==> src/rtl/bpe_ram.sv <==
// Generic single-port-write, single-port-read RAM with a registered read.
// Stand-alone; width and depth are set by its parameters.
`default_nettype none

module bpe_ram #(
    parameter int WIDTH = 32,
    parameter int DEPTH = 36
) (
    input  wire logic                                        clk,
    input  wire logic                                        we,
    input  wire logic [((DEPTH > 1) ? $clog2(DEPTH) : 1)-1:0] waddr,
    input  wire logic [WIDTH-1:0]                            wdata,
    input  wire logic                                        re,
    input  wire logic [((DEPTH > 1) ? $clog2(DEPTH) : 1)-1:0] raddr,
    output logic [WIDTH-1:0]                                 rdata
);

    logic [WIDTH-1:0] mem_reg [DEPTH];

    always_ff @(posedge clk)
    begin
        if (we)
        begin
            mem_reg[waddr] <= wdata;
        end
        if (re)
        begin
            rdata <= mem_reg[raddr];
        end
    end

endmodule

`default_nettype wire

==> config.mk <==
export PLATFORM = sky130hd
export DESIGN_NAME = bpe_ram
export DESIGN_NICKNAME = d
export VERILOG_FILES = /design/src/rtl/bpe_ram.sv
export SDC_FILE = /design/constraint.sdc
export NUM_CORES = 1
export LEC_CHECK = 0
export BUFFER_PORTS_ARGS = -buffer_cell sky130_fd_sc_hd__buf_4
export CAP_MARGIN = 20
export CORE_ASPECT_RATIO = 0.9
export CORE_MARGIN = 2
export CORE_UTILIZATION = 55
export CTS_CLUSTER_SIZE = 8
export DETAILED_ROUTE_END_ITERATION = 10
export PLACE_DENSITY = 0.71
export SLEW_MARGIN = 20
export SYNTH_ARGS = -nofsm -noshare
export SYNTH_HDL_FRONTEND = slang
export SYNTH_SLANG_ARGS = --single-unit
==> constraint.sdc <==
create_clock -name clk -period 3.5 [get_ports clk]
set_clock_uncertainty 0.2 [all_clocks]
set_input_delay 0.7 -clock clk [delete_from_list [all_inputs] [get_ports clk]]
set_output_delay 0.7 -clock clk [all_outputs]
set_load 0.05 [all_outputs]
# Yosys cells after proc, flatten, opt, wreduce, memory -nomap -nowiden
# Memories as Yosys holds them, arrays and structs flattened. A register that Yosys moved wholly into a read port is not among the register bits.
# Index checks and enable logic that the tools add are counted.
word_totals:
  out_inout_bits: 32
  n_memories: 1
  input_bits: 47
  romBits: 0
  register_bits: 0
  wordCells: 3
  ramBits: 1152
  latch_bits: 0
op_classes:
  n_reduce_logical: 0
  n_mux: 2
  n_div: 0
  multipliers: 0
  eq_ne: 0
  order_cmp: 0
  n_bitwise: 0
  add_sub_neg: 0
  shift: 0
memory_table:
  columns: ["memory", "words", "width", "read_ports", "rd_clocked_by_memory_dff", "write_ports", "line_no", "text"]
  rows:
  - ["mem_reg", 36, 32, 1, 1, 1, "18", "logic [WIDTH-1:0] mem_reg [DEPTH];"]
op_table:
  columns: ["op", "count"]
  rows:
  - ["two-way mux 1 bit", 2]

# Logic depth before layout (Yosys ltp)
depth:
  ltp_word: 2
  depth_mapped: 8
  depth_no_buf: 5

# Worst setup path before layout
# No wires, ideal clock.
synth_timing:
  path_kind: "input port to flip-flop"
  from: "input port waddr[2] (netlist name)"
  to: "memory mem_reg[25][0] (enable)"
  arrival_time_ns: 2.606
  n_path_buf: 0
  stages: 2
  required_ns: 2.879
  slack_ns: 0.273
  setup_time_ns: 0.421
  cell_sequence: "or3b_2 nor2_1"
synth_rtl:
  columns: ["item", "line_no", "text"]
  rows:
  - ["from (decl)", "11", "input wire logic [((DEPTH > 1) ? $clog2(DEPTH) : 1)-1:0] waddr,"]
  - ["to (decl)", "18", null]
# Straight into the memory's write port.

# Worst setup path after layout
layout_timing:
  from: "register rdata[2], read port of mem_reg"
  to: "output port rdata[2]"
layout_rtl:
  columns: ["item", "line_no", "text"]
  rows:
  - ["from (decl)", "15", "output logic [WIDTH-1:0] rdata"]
# No word-level cell between the ends.

==> flow_metrics.env <==
export IMPL_area_delta_synth_final_pct=16.4
export IMPL_numPortBuffers=78
export IMPL_finalCriticalPeriod_ps=2520
export IMPL_p_total_mw=31.6
export IMPL_vias=24600
export IMPL_seq_area_frac_synth_pct=77.2
export IMPL_crit_buf_inv=1
export IMPL_hp_start="wdata[21]"
export IMPL_synth_most_common_cell="edfxtp_1"
export IMPL_r2r_start="mem_reg[29][29]$_DFFE_PP_"
export IMPL_synth_cell_type_count=27
export IMPL_place_congestion=0.816
export IMPL_antenna_found_initial=4
export IMPL_die_h_um=278
export IMPL_wl_per_cell_um=32.2
export IMPL_synth_async_reset_ratio_pct=0
export IMPL_die_w_um=309
export IMPL_netlist_area_leader_share_pct=77.2
export IMPL_slowest_delay_ps=590
export IMPL_grt_setup_unrepaired="no"
export IMPL_io_pins=79
export IMPL_layout_drive_gt1_share_pct=21.8
export IMPL_hp_class="in2reg"
export IMPL_start_util_pct=55.6
export IMPL_clkSinkCount=1184
export IMPL_syn_inst=2345
export IMPL_drtPass1Iterations=5
export IMPL_drtIter0Drc=3084
export IMPL_final_antenna_net_count=0
export IMPL_coreArea_um2=82800
export IMPL_postLayoutCellArea_um2=53600
export IMPL_tns_ps=0
export IMPL_clk_pin_slew_ps=50
export IMPL_synth_largest_area_cell="edfxtp_1"
export IMPL_post_route_drc_count=0
export IMPL_syn_area_per_cell_um2=19.6
export IMPL_dp_cells=3554
export IMPL_ctsHoldBuffers=0
export IMPL_worst_pin_slew_ps=1040
export IMPL_maxSlewHeadroom_pct=30.7
export IMPL_p_leak_nw=18.5
export IMPL_yosys_top_cells_area="edfxtp_1 77%, mux2i_1 11%, a22oi_1 2.1%"
export IMPL_critPathSlowestCell="edfxtp_1"
export IMPL_cts_htree_levels=4
export IMPL_grt_util_all_layers_pct=28.3
export IMPL_hold_viol=0
export IMPL_gr_total_overflow=0
export IMPL_largest_reg_flops=1152
export IMPL_crit_required_ps=2600
export IMPL_clockBufferDepth=3
export IMPL_fmaxAchievable_mhz=397
export IMPL_startpoint_type="flip-flop"
export IMPL_first_global_vias=24900
export IMPL_arrival_ps=1620
export IMPL_synthFlopType="edfxtp_1"
export IMPL_finalNetCount=2647
export IMPL_instances_no_fill=3738
export IMPL_p_per_area_nw_per_um2=589
export IMPL_critical_path_cell_chain="buf_4"
export IMPL_period_share_pct=71.9
export IMPL_cp_max_fo=1
export IMPL_slew_viol_final=0
export IMPL_setup_viol_count_final=0
export IMPL_ir_worst_vdd_mv=0.536
export IMPL_critPathKind="reg2out"
export IMPL_syn_area_um2=46000
export IMPL_cts_tree="yes"
export IMPL_dpl_cell_area_um2=49100
export IMPL_synthTopCellsByCount="1184 x edfxtp_1, 512 x mux2i_1, 128 x a22oi_1"
export IMPL_place_ws_ps=354
export IMPL_syn_nets=2392
export IMPL_fin_util_pct=64.7
export IMPL_vias_per_cell=6.58
export IMPL_fin_ws_ps=983
export IMPL_drt_total_wl_um=120000
export IMPL_synth_edff_count=1184
export IMPL_yosys_warnings=0
export IMPL_clockRootBuffer="clkbuf_16"
export IMPL_rows=100
export IMPL_dp_hpwl_um=65700
export IMPL_grt_pass1_wl_um=171000
export IMPL_cts_resized_gates=0
export IMPL_crit_start="rdata[2]$_DFFE_PP_"
export IMPL_whs_ps=166
export IMPL_synth_seq_cells=1184
export IMPL_cts_setup_buffers=0
export IMPL_cp_end_kind="primary output"
export IMPL_clock_latency_ps=750
export IMPL_maxCapViolations=0
export IMPL_die_area_um2=86100
export IMPL_grt_max_degree=51
export IMPL_numCtsBuffers=166
export IMPL_crit_family="flip-flops"
export IMPL_status="finished, final reports clean"
[power by group]
group	internal, mW	switching, mW
Sequential	15.8	0.0651
Combinational	0.590	1.08
Clock	8.64	5.43
[cells in the final DEF, fill, tap and decap left out]
cell       count
buf_12        38
nand2_1       34
nand2b_2       2
clkinv_16      1
edfxtp_1    1184
a21oi_1       64
clkinv_4       1
buf_4        189
nor2b_1        1
nand3_1        3
clkinv_1       1
a22o_1        64
or3_1          1
mux4_2        32
a221oi_1      13
a221oi_2      51
clkinv_8       2
diode_2        1
clkbuf_16    174
nor2_1         2
buf_8          1
inv_6          4
o41ai_2       32
nor2b_4        2
and2_4         1
or2_2          1
a22oi_1      128
nand3b_1       5
nor2_4        37
o22ai_1       32
or3b_2         2
nand2_2        1
mux2i_1      512
[cell type report]
type	instances	area, um^2
flip-flops and latches	1184	35600
fillers	5513	29200
multi-input cells	1020	9990
clock buffers	174	4350
repair buffers	228	2190
well taps	1122	1400
clock inverters	9	110
diodes	1	2.50
[routing by layer]
layer	part of all wire, %	up-vias	GRT usage (%)
li1	-	10100	-
met1	39	12600	40.0
met2	46	1574	41.7
met3	12	247	8.96
met4	2.9	6	9.93
met5	0.029	-	0
[path summary, 6_finish.rpt]
check	end	slack, ps	cells after the start
max	rdata[2]	980	1
min	mem_reg[14][21]$_DFFE_PP_	170	1
max reg2reg	rdata[29]$_DFFE_PP_	1240	6
min reg2reg	rdata[23]$_DFFE_PP_	530	3
[cell families (layout without fill, tap and decap cells)]
group           Yosys count  in the layout  synth area share, %
compound gates          384            384                 7.48
buf+inv                 141            411                 1.75
flops                  1184           1184                 77.2
mux                     544            544                 12.7
other cells               0              1                    0
simple gates             92             92                0.864
(Power assumes the default switching activity.)
