### config.mk
export PLATFORM = sky130hd
export DESIGN_NAME = bpe_mul_unit
export DESIGN_NICKNAME = d
export VERILOG_FILES = /design/src/rtl/bpe_pkg.sv /design/src/rtl/bpe_mul_unit.sv
export SDC_FILE = /design/constraint.sdc
export NUM_CORES = 2
export LEC_CHECK = 0
export BUFFER_PORTS_ARGS = -buffer_cell sky130_fd_sc_hd__buf_2
export CORE_UTILIZATION = 32
export DETAILED_ROUTE_END_ITERATION = 10
export MAX_ROUTING_LAYER = met4
export PLACE_DENSITY = 0.53
export SETUP_SLACK_MARGIN = 0.15
export SYNTH_ARGS = -nofsm -noshare
export SYNTH_HDL_FRONTEND = slang
export SYNTH_SLANG_ARGS = --single-unit
export TNS_END_PERCENT = 20
### constraint.sdc
create_clock -name clk -period 11.4 [get_ports clk]
set_input_delay 1.71 -clock clk [delete_from_list [all_inputs] [get_ports clk]]
set_output_delay 1.71 -clock clk [all_outputs]
set_load 0.02 [all_outputs]
### src/rtl/bpe_pkg.sv
// Package of the bivariate polynomial evaluator: sizes, codes and shared types.
// No dependencies; RTL files but bpe_ram and the macro header use scoped names; the bench imports it.
`default_nettype none

package bpe_pkg;

    localparam int MAX_DEGREE = 7;
    localparam int NUM_TERMS  = 36;

    localparam int DEG_W     = (MAX_DEGREE > 0) ? $clog2(MAX_DEGREE + 1) : 1;
    localparam int POW_N     = MAX_DEGREE + 1;
    localparam int MAX_TERMS = (MAX_DEGREE + 1) * (MAX_DEGREE + 2) / 2;
    localparam int TERM_W    = $clog2(MAX_TERMS + 1);
    localparam int ADDR_W    = (NUM_TERMS > 1) ? $clog2(NUM_TERMS) : 1;

    localparam int IDX_W     = 6;
    localparam int COEF_W    = 32;
    localparam int COORD_W   = 32;
    localparam int CFG_W     = 32;
    localparam int DEGREE_W  = 4;
    localparam int Q_W       = 32;
    localparam int RES_W     = 64;
    localparam int CFG_IDX_W = 3;

    localparam logic OP_LOAD = 1'b0;
    localparam logic OP_EVAL = 1'b1;

    localparam logic [CFG_IDX_W-1:0] CFG_X_GAIN   = 3'd0;
    localparam logic [CFG_IDX_W-1:0] CFG_X_OFFSET = 3'd1;
    localparam logic [CFG_IDX_W-1:0] CFG_Y_GAIN   = 3'd2;
    localparam logic [CFG_IDX_W-1:0] CFG_Y_OFFSET = 3'd3;
    localparam logic [CFG_IDX_W-1:0] CFG_DEGREE   = 3'd4;

    localparam logic signed [Q_W-1:0] ONE_Q24 = 32'sh0100_0000;

    typedef enum logic [1:0] {
        MODE_MAP = 2'd0,
        MODE_Q24 = 2'd1,
        MODE_ACC = 2'd2
    } mul_mode_t;

    typedef struct packed {
        logic      issue;
        logic      clear;
        mul_mode_t mode;
    } mul_cmd_t;

    typedef struct packed {
        logic signed [Q_W-1:0]   value;
        logic signed [RES_W-1:0] sum;
        logic                    flag;
    } mul_rsp_t;

endpackage

`default_nettype wire

### src/rtl/bpe_mul_unit.sv
// Shared multiplier of the evaluator with its write-back stage: mapping, Q8.24 product, MAC.
// Depends on bpe_pkg for the command and response types.
`default_nettype none

module bpe_mul_unit (
    input  wire logic                              clk,
    input  wire logic                              rst_n,
    input  wire bpe_pkg::mul_cmd_t                 cmd,
    input  wire logic signed [bpe_pkg::Q_W-1:0]    a,
    input  wire logic signed [bpe_pkg::Q_W-1:0]    b,
    input  wire logic signed [bpe_pkg::Q_W-1:0]    offset,
    output bpe_pkg::mul_rsp_t                      rsp
);

    logic signed [bpe_pkg::RES_W-1:0] prod_reg;
    logic signed [bpe_pkg::RES_W-1:0] prod_next;
    logic signed [bpe_pkg::Q_W-1:0]   offset_reg;
    bpe_pkg::mul_mode_t               mode_reg;
    logic                             wb_reg;
    logic signed [bpe_pkg::RES_W-1:0] sum_reg;
    logic                             flag_reg;

    logic signed [bpe_pkg::RES_W-1:0] map_sum;
    logic [bpe_pkg::RES_W-1:0]        shifted;
    logic                             q_ovf;
    logic signed [bpe_pkg::Q_W-1:0]   q_value;
    logic [bpe_pkg::RES_W:0]          acc_wide;
    logic                             acc_ovf;
    logic signed [bpe_pkg::RES_W-1:0] acc_value;
    logic                             sat_now;

    assign prod_next = a * b;

    always_ff @(posedge clk)
    begin
        if (cmd.issue)
        begin
            prod_reg   <= prod_next;
            offset_reg <= offset;
        end
    end

    always_ff @(posedge clk or negedge rst_n)
    begin
        if (!rst_n)
        begin
            wb_reg   <= 1'b0;
            mode_reg <= bpe_pkg::MODE_MAP;
            sum_reg  <= '0;
            flag_reg <= 1'b0;
        end
        else
        begin
            wb_reg <= cmd.issue;
            if (cmd.issue)
            begin
                mode_reg <= cmd.mode;
            end
            if (cmd.clear)
            begin
                sum_reg  <= '0;
                flag_reg <= 1'b0;
            end
            else if (wb_reg)
            begin
                if (mode_reg == bpe_pkg::MODE_ACC)
                begin
                    sum_reg <= acc_value;
                end
                flag_reg <= flag_reg | sat_now;
            end
        end
    end

    // The offset is aligned to the product's binary point before the sum.
    assign map_sum = prod_reg + {{16{offset_reg[bpe_pkg::Q_W-1]}}, offset_reg, 16'b0};

    always_comb
    begin
        case (mode_reg)
            bpe_pkg::MODE_MAP: shifted = {{16{map_sum[63]}}, map_sum[63:16]};
            bpe_pkg::MODE_Q24: shifted = {{24{prod_reg[63]}}, prod_reg[63:24]};
            default:           shifted = {{24{prod_reg[63]}}, prod_reg[63:24]};
        endcase
    end

    assign q_ovf   = !((&shifted[63:31]) || !(|shifted[63:31]));
    assign q_value = q_ovf ? (shifted[63] ? 32'sh8000_0000 : 32'sh7fff_ffff)
                           : $signed(shifted[31:0]);

    assign acc_wide  = {sum_reg[63], sum_reg} + {prod_reg[63], prod_reg};
    assign acc_ovf   = acc_wide[64] != acc_wide[63];
    assign acc_value = acc_ovf ? (acc_wide[64] ? 64'sh8000_0000_0000_0000
                                               : 64'sh7fff_ffff_ffff_ffff)
                               : $signed(acc_wide[63:0]);

    assign sat_now = (mode_reg == bpe_pkg::MODE_ACC) ? acc_ovf : q_ovf;

    assign rsp.value = q_value;
    assign rsp.sum   = sum_reg;
    assign rsp.flag  = flag_reg;

endmodule

`default_nettype wire

# Word-level counts from Yosys, hierarchy flattened
# Index checks and enable logic that the tools add are counted.
[totals]
reg_bits = 164
wordCells = 32
[classes]
n_addsub = 2
n_mul = 1
n_eq_ne = 2
mux = 11
bitwise_logic = 1
n_reduce_logical = 9
[op_table]
columns = ["cell", "count"]
rows = [
  ["$mux W64", 6],
  ["$add A64 B64 Y65", 1],
  ["$add A64 B64 Y64", 1],
  ["$mul A32 B32 Y64", 1],
  ["$mux W32", 2],
  ["$reduce_and A33 Y1", 1],
  ["$reduce_or A33 Y1", 1],
  ["$reduce_bool A2 Y1", 2],
  ["$mux W1", 3],
  ["$eq A2 B2 Y1 const B", 1],
  ["$logic_not A1 Y1", 2],
  ["$logic_not A2 Y1", 1],
  ["$reduce_and A2 Y1", 1],
  ["$logic_or A1 B1 Y1", 1],
  ["$ne A1 B1 Y1", 1],
  ["$or A1 B1 Y1", 1],
]

# Depth between registers and ports, before layout
[depth]
word_depth = 10
ltp_mapped = 30
depth_no_buf = 28

# Worst setup path before layout
# Ideal clock, no wire load.
[synth_path]
path_kind = "input-to-reg"
from = "in b[3] (netlist bit)"
to = "reg prod_reg[60] (netlist bit), data pin"
setup_time_ns = 0.270
arrival_ns = 9.448
required_time_ns = 11.130
path_slack_ns = 1.682
stages = 26
n_path_buf = 1
cell_sequence = "clkbuf_1 -> nand2_1 -> fa_1 -> fa_1 -> inv_1 -> fa_1 -> inv_1 -> fa_1 -> inv_1 -> fa_1 -> fa_1 -> inv_1 -> fa_1 -> inv_1 -> fa_1 -> ha_1 -> a21o_1 -> or3b_2 -> a211oi_1 -> a21oi_1 -> a221oi_1 -> nand2b_1 -> nor2_1 -> nand2_1 -> a311oi_1 -> xor2_1"
[synth_between]
elab_chain_cells = 1
[synth_rtl]
columns = ["item", "line", "source"]
rows = [
  ["start: declaration", "bpe_mul_unit.sv:10", "input wire logic signed [bpe_pkg::Q_W-1:0] b,"],
  ["$mul A32 B32 Y64", "bpe_mul_unit.sv:32", "assign prod_next = a * b;"],
  ["via prod_next (one bit)", "bpe_mul_unit.sv:16", "logic signed [bpe_pkg::RES_W-1:0] prod_next;"],
  ["end signal: assignment", "bpe_mul_unit.sv:38", "prod_reg <= prod_next;"],
  ["end: declaration", "bpe_mul_unit.sv:15", "logic signed [bpe_pkg::RES_W-1:0] prod_reg;"],
]
# The timed path passes the listed nets, and every way through them passes these cells.
# A chain may end at the register's enable or synchronous reset.

# Worst setup path after layout
[layout_path]
from = "in b[6] (netlist bit)"
to = "reg prod_reg[61] (netlist bit), data pin"
# The elaborated chain is that of the path after synthesis.

==> results.md <==
* Status: finished, final reports clean
* Final hold viol count at 0
* Hold depth at 2
* Synth top area cells: fa_1 44%, inv_1 7.8%, ha_1 7.5%, and2_1 6.6%, edfxtp_1 5.9%
* Reg clk slew, reported paths at 0.07 ns
* Synth Instances at 5419
* Hpwl dp at 127000 um
* Global route total overflow at 0
* Slew Viols, Final at 0
* WP data required at 11.61 ns
* Crit path DAT at 10.36 ns
* GRT Total Usage at 0.2123
* Port Buffer Count at 198
* Top cell type's share of synthesized area at 0.4416
* Placer Congestion at 0.9608
* Worst slew margin at 0.2479
* Ratio of cells with drive above 1 in the final layout at 0.05705
* First-pass GRT wire length at 243700 um
* Vias in the first global route at 38760
* Cell Area, Synth at 49140 um^2
* Clock root buffer master: clkbuf_16
* Max_cap viols at 0
* Post-route cell area at 52580 um^2
* CP Launch Type: primary input
* Die H at 393.9 um
* Worst setup startpoint: b[6]
* Row cnt at 143
* YS warnings at 0
* Synth cell types at 80
* DRT iter0 DRCs at 2618
* # DRC at 0
* Die Wd at 393.9 um
* Tcrit/Tclk final at 0.8898
* Vias per cell at 4.972
* Dpl cell area at 51940 um^2
* TritonCTS Buffers at 17
* Worst-Skew Late Latency at 0.47 ns
* Cts hold-fix bufs at 0
* Critical path type: in2reg
* Initial Util at 0.3227
* Clk sink count at 164
* Wirelength per Cell at 21.31 um
* CTS tree: done
* Post-CTS Setup Repair Bufs at 0
* CTS max path bufs at 2
* Max frequency at 0.09858 GHz
* DRT Wirelength at 158800 um
* Synth Flop Type: edfxtp_1
* Leading area contributor after synthesis: fa_1
* Hold Crit Start: sum_reg[18]$_DFFE_PN0P_
* Core footprint at 152300 um^2
* Final setup fails at 0
* Area Growth Syn to Fin at 6.994%
* Slew @ Worst Pin at 1.100 ns
* Drt first pass iters at 5
* Post_cts resized at 0
* Die area at 155100 um^2
* CTS HTree Levels at 4
* Post-synthesis sequential area ratio at 0.09329
* Largest net degree at the start of global routing at 65
* # IOs at 199
* Initial antenna violation count at 16
* Worst-path fanout max at 32
* Clock Skew at 0.01397 ns
* NumNets Final at 6884
* Seq cells post-synth at 164
* Number of flops mapped to enable cells by yosys at 96
* Tmin final at 10.14 ns
* Setup TNS at 0 ns
* Via count at 37050
* Mapped Nets at 6900
* RSZ-0062 raised after global routing: no
* Critical Path End Type: flip-flop
* Fraction of registers with async set/reset at 0.4146
* Final ANT Viol Nets at 0
* Worst hold-check path type: reg2reg
* Worst r2r path cells at 14
* RR Startpoint: offset_reg[31]$_DFFE_PP_
* Syn Area/Cell at 9.068 um^2
layout by cell type, fill, tap and decap left out, types with 67 or more instances in the layout:
cell type	instances
a21o_1	67
a21oi_1	221
and2_1	518
buf_2	196
dfrtp_1	68
edfxtp_1	96
fa_1	1084
ha_1	295
inv_1	1022
nand2_1	702
nor2_1	200
o21ai_0	197
xnor2_1	112
worst paths after layout:
path                                                 to  slack, ns
worst min register to register  sum_reg[18]$_DFFE_PN0P_       0.51
worst max-delay path             prod_reg[61]$_DFFE_PP_       1.26
worst min-delay path            sum_reg[18]$_DFFE_PN0P_       0.51
worst max register to register     flag_reg$_DFFE_PN0P_       5.97
min in group asynchronous       sum_reg[21]$_DFFE_PN0P_       1.16
max in group asynchronous       sum_reg[60]$_DFFE_PN0P_       9.29
cells by family after synthesis:
kind of cell | synth area share
DFF | 0.09329
adders and majority gates | 0.5167
muxes | 0.002546
buffers and inverters | 0.1001
xor gates and xnor gates | 0.02941
AOI/OAI and AO/OA | 0.09184
and+or+nand+nor | 0.1661
per-layer routing:
| layer | vias up | routed length [um] | GRT usage |
|---|---|---|---|
| met1 | 19070 | 76550 | 0.3084 |
| met3 | 137 | 11060 | 0.03142 |
| met4 | 0 | 2476 | 0.03432 |
| met5 | - | 0 | - |
| li1 | 16640 | - | - |
| met2 | 1210 | 68720 | 0.3166 |
cells in the mapped netlist (39+ instances only):
cell type,number
and2_1,518
nor2_1,202
edfxtp_1,96
xnor2_1,113
nor2b_1,39
dfrtp_1,68
nand4_1,40
ha_1,295
o21ai_0,197
a21o_1,67
a21oi_1,221
fa_1,1084
nand2_1,702
nand3_1,47
xor2_1,52
inv_1,1022
clkbuf_1,249
cell type report:
class                      count  area, um^2
antenna                        7       17.52
clock buffer                  19       442.9
clock inverter                13       172.7
fill                       15770       99690
inverter                    1022        3836
multi-input combinational   3959       39680
sequential                   164        4584
tap                         2030        2540
timing repair buffer         239        1304
through the flow:
| step | hold slack, ns | cells | worst slack [ns] | util |
|---|---|---|---|---|
| floorplan | 0.5109 | 5419 | 1.682 | - |
| global placement | 0.4976 | 7414 | 0.8558 | 0.3411 |
| detailed placement | 0.5030 | 7414 | 0.7730 | 0.3411 |
| CTS | 0.5175 | 7446 | 1.257 | 0.3452 |
| global route | 0.5597 | 7450 | 0.7618 | 0.3453 |
| finish | 0.5085 | 7453 | 1.256 | 0.3453 |
worst max-delay path: stages:
cell and delay, ns:
buf_2 0.63, and2_1 0.26, fa_1 0.44, fa_1 0.50, fa_1 0.54, inv_1 0.06, fa_1 0.48, inv_1 0.06
fa_1 0.50, inv_1 0.05, fa_1 0.53, inv_1 0.05, fa_1 0.50, fa_1 0.49, ha_1 0.39, a21oi_1 0.15
o21ai_0 0.16, o21ai_0 0.22, o211ai_1 0.22, o21ai_0 0.35, o21ai_0 0.26, nor4_1 0.54, o21ai_0 0.17, a21oi_1 0.26
o21ai_0 0.31, a311oi_1 0.37, xnor2_1 0.10
Power is not shown: default switching activity piles up to over one toggle a cycle in this logic, so the estimate is an artifact.
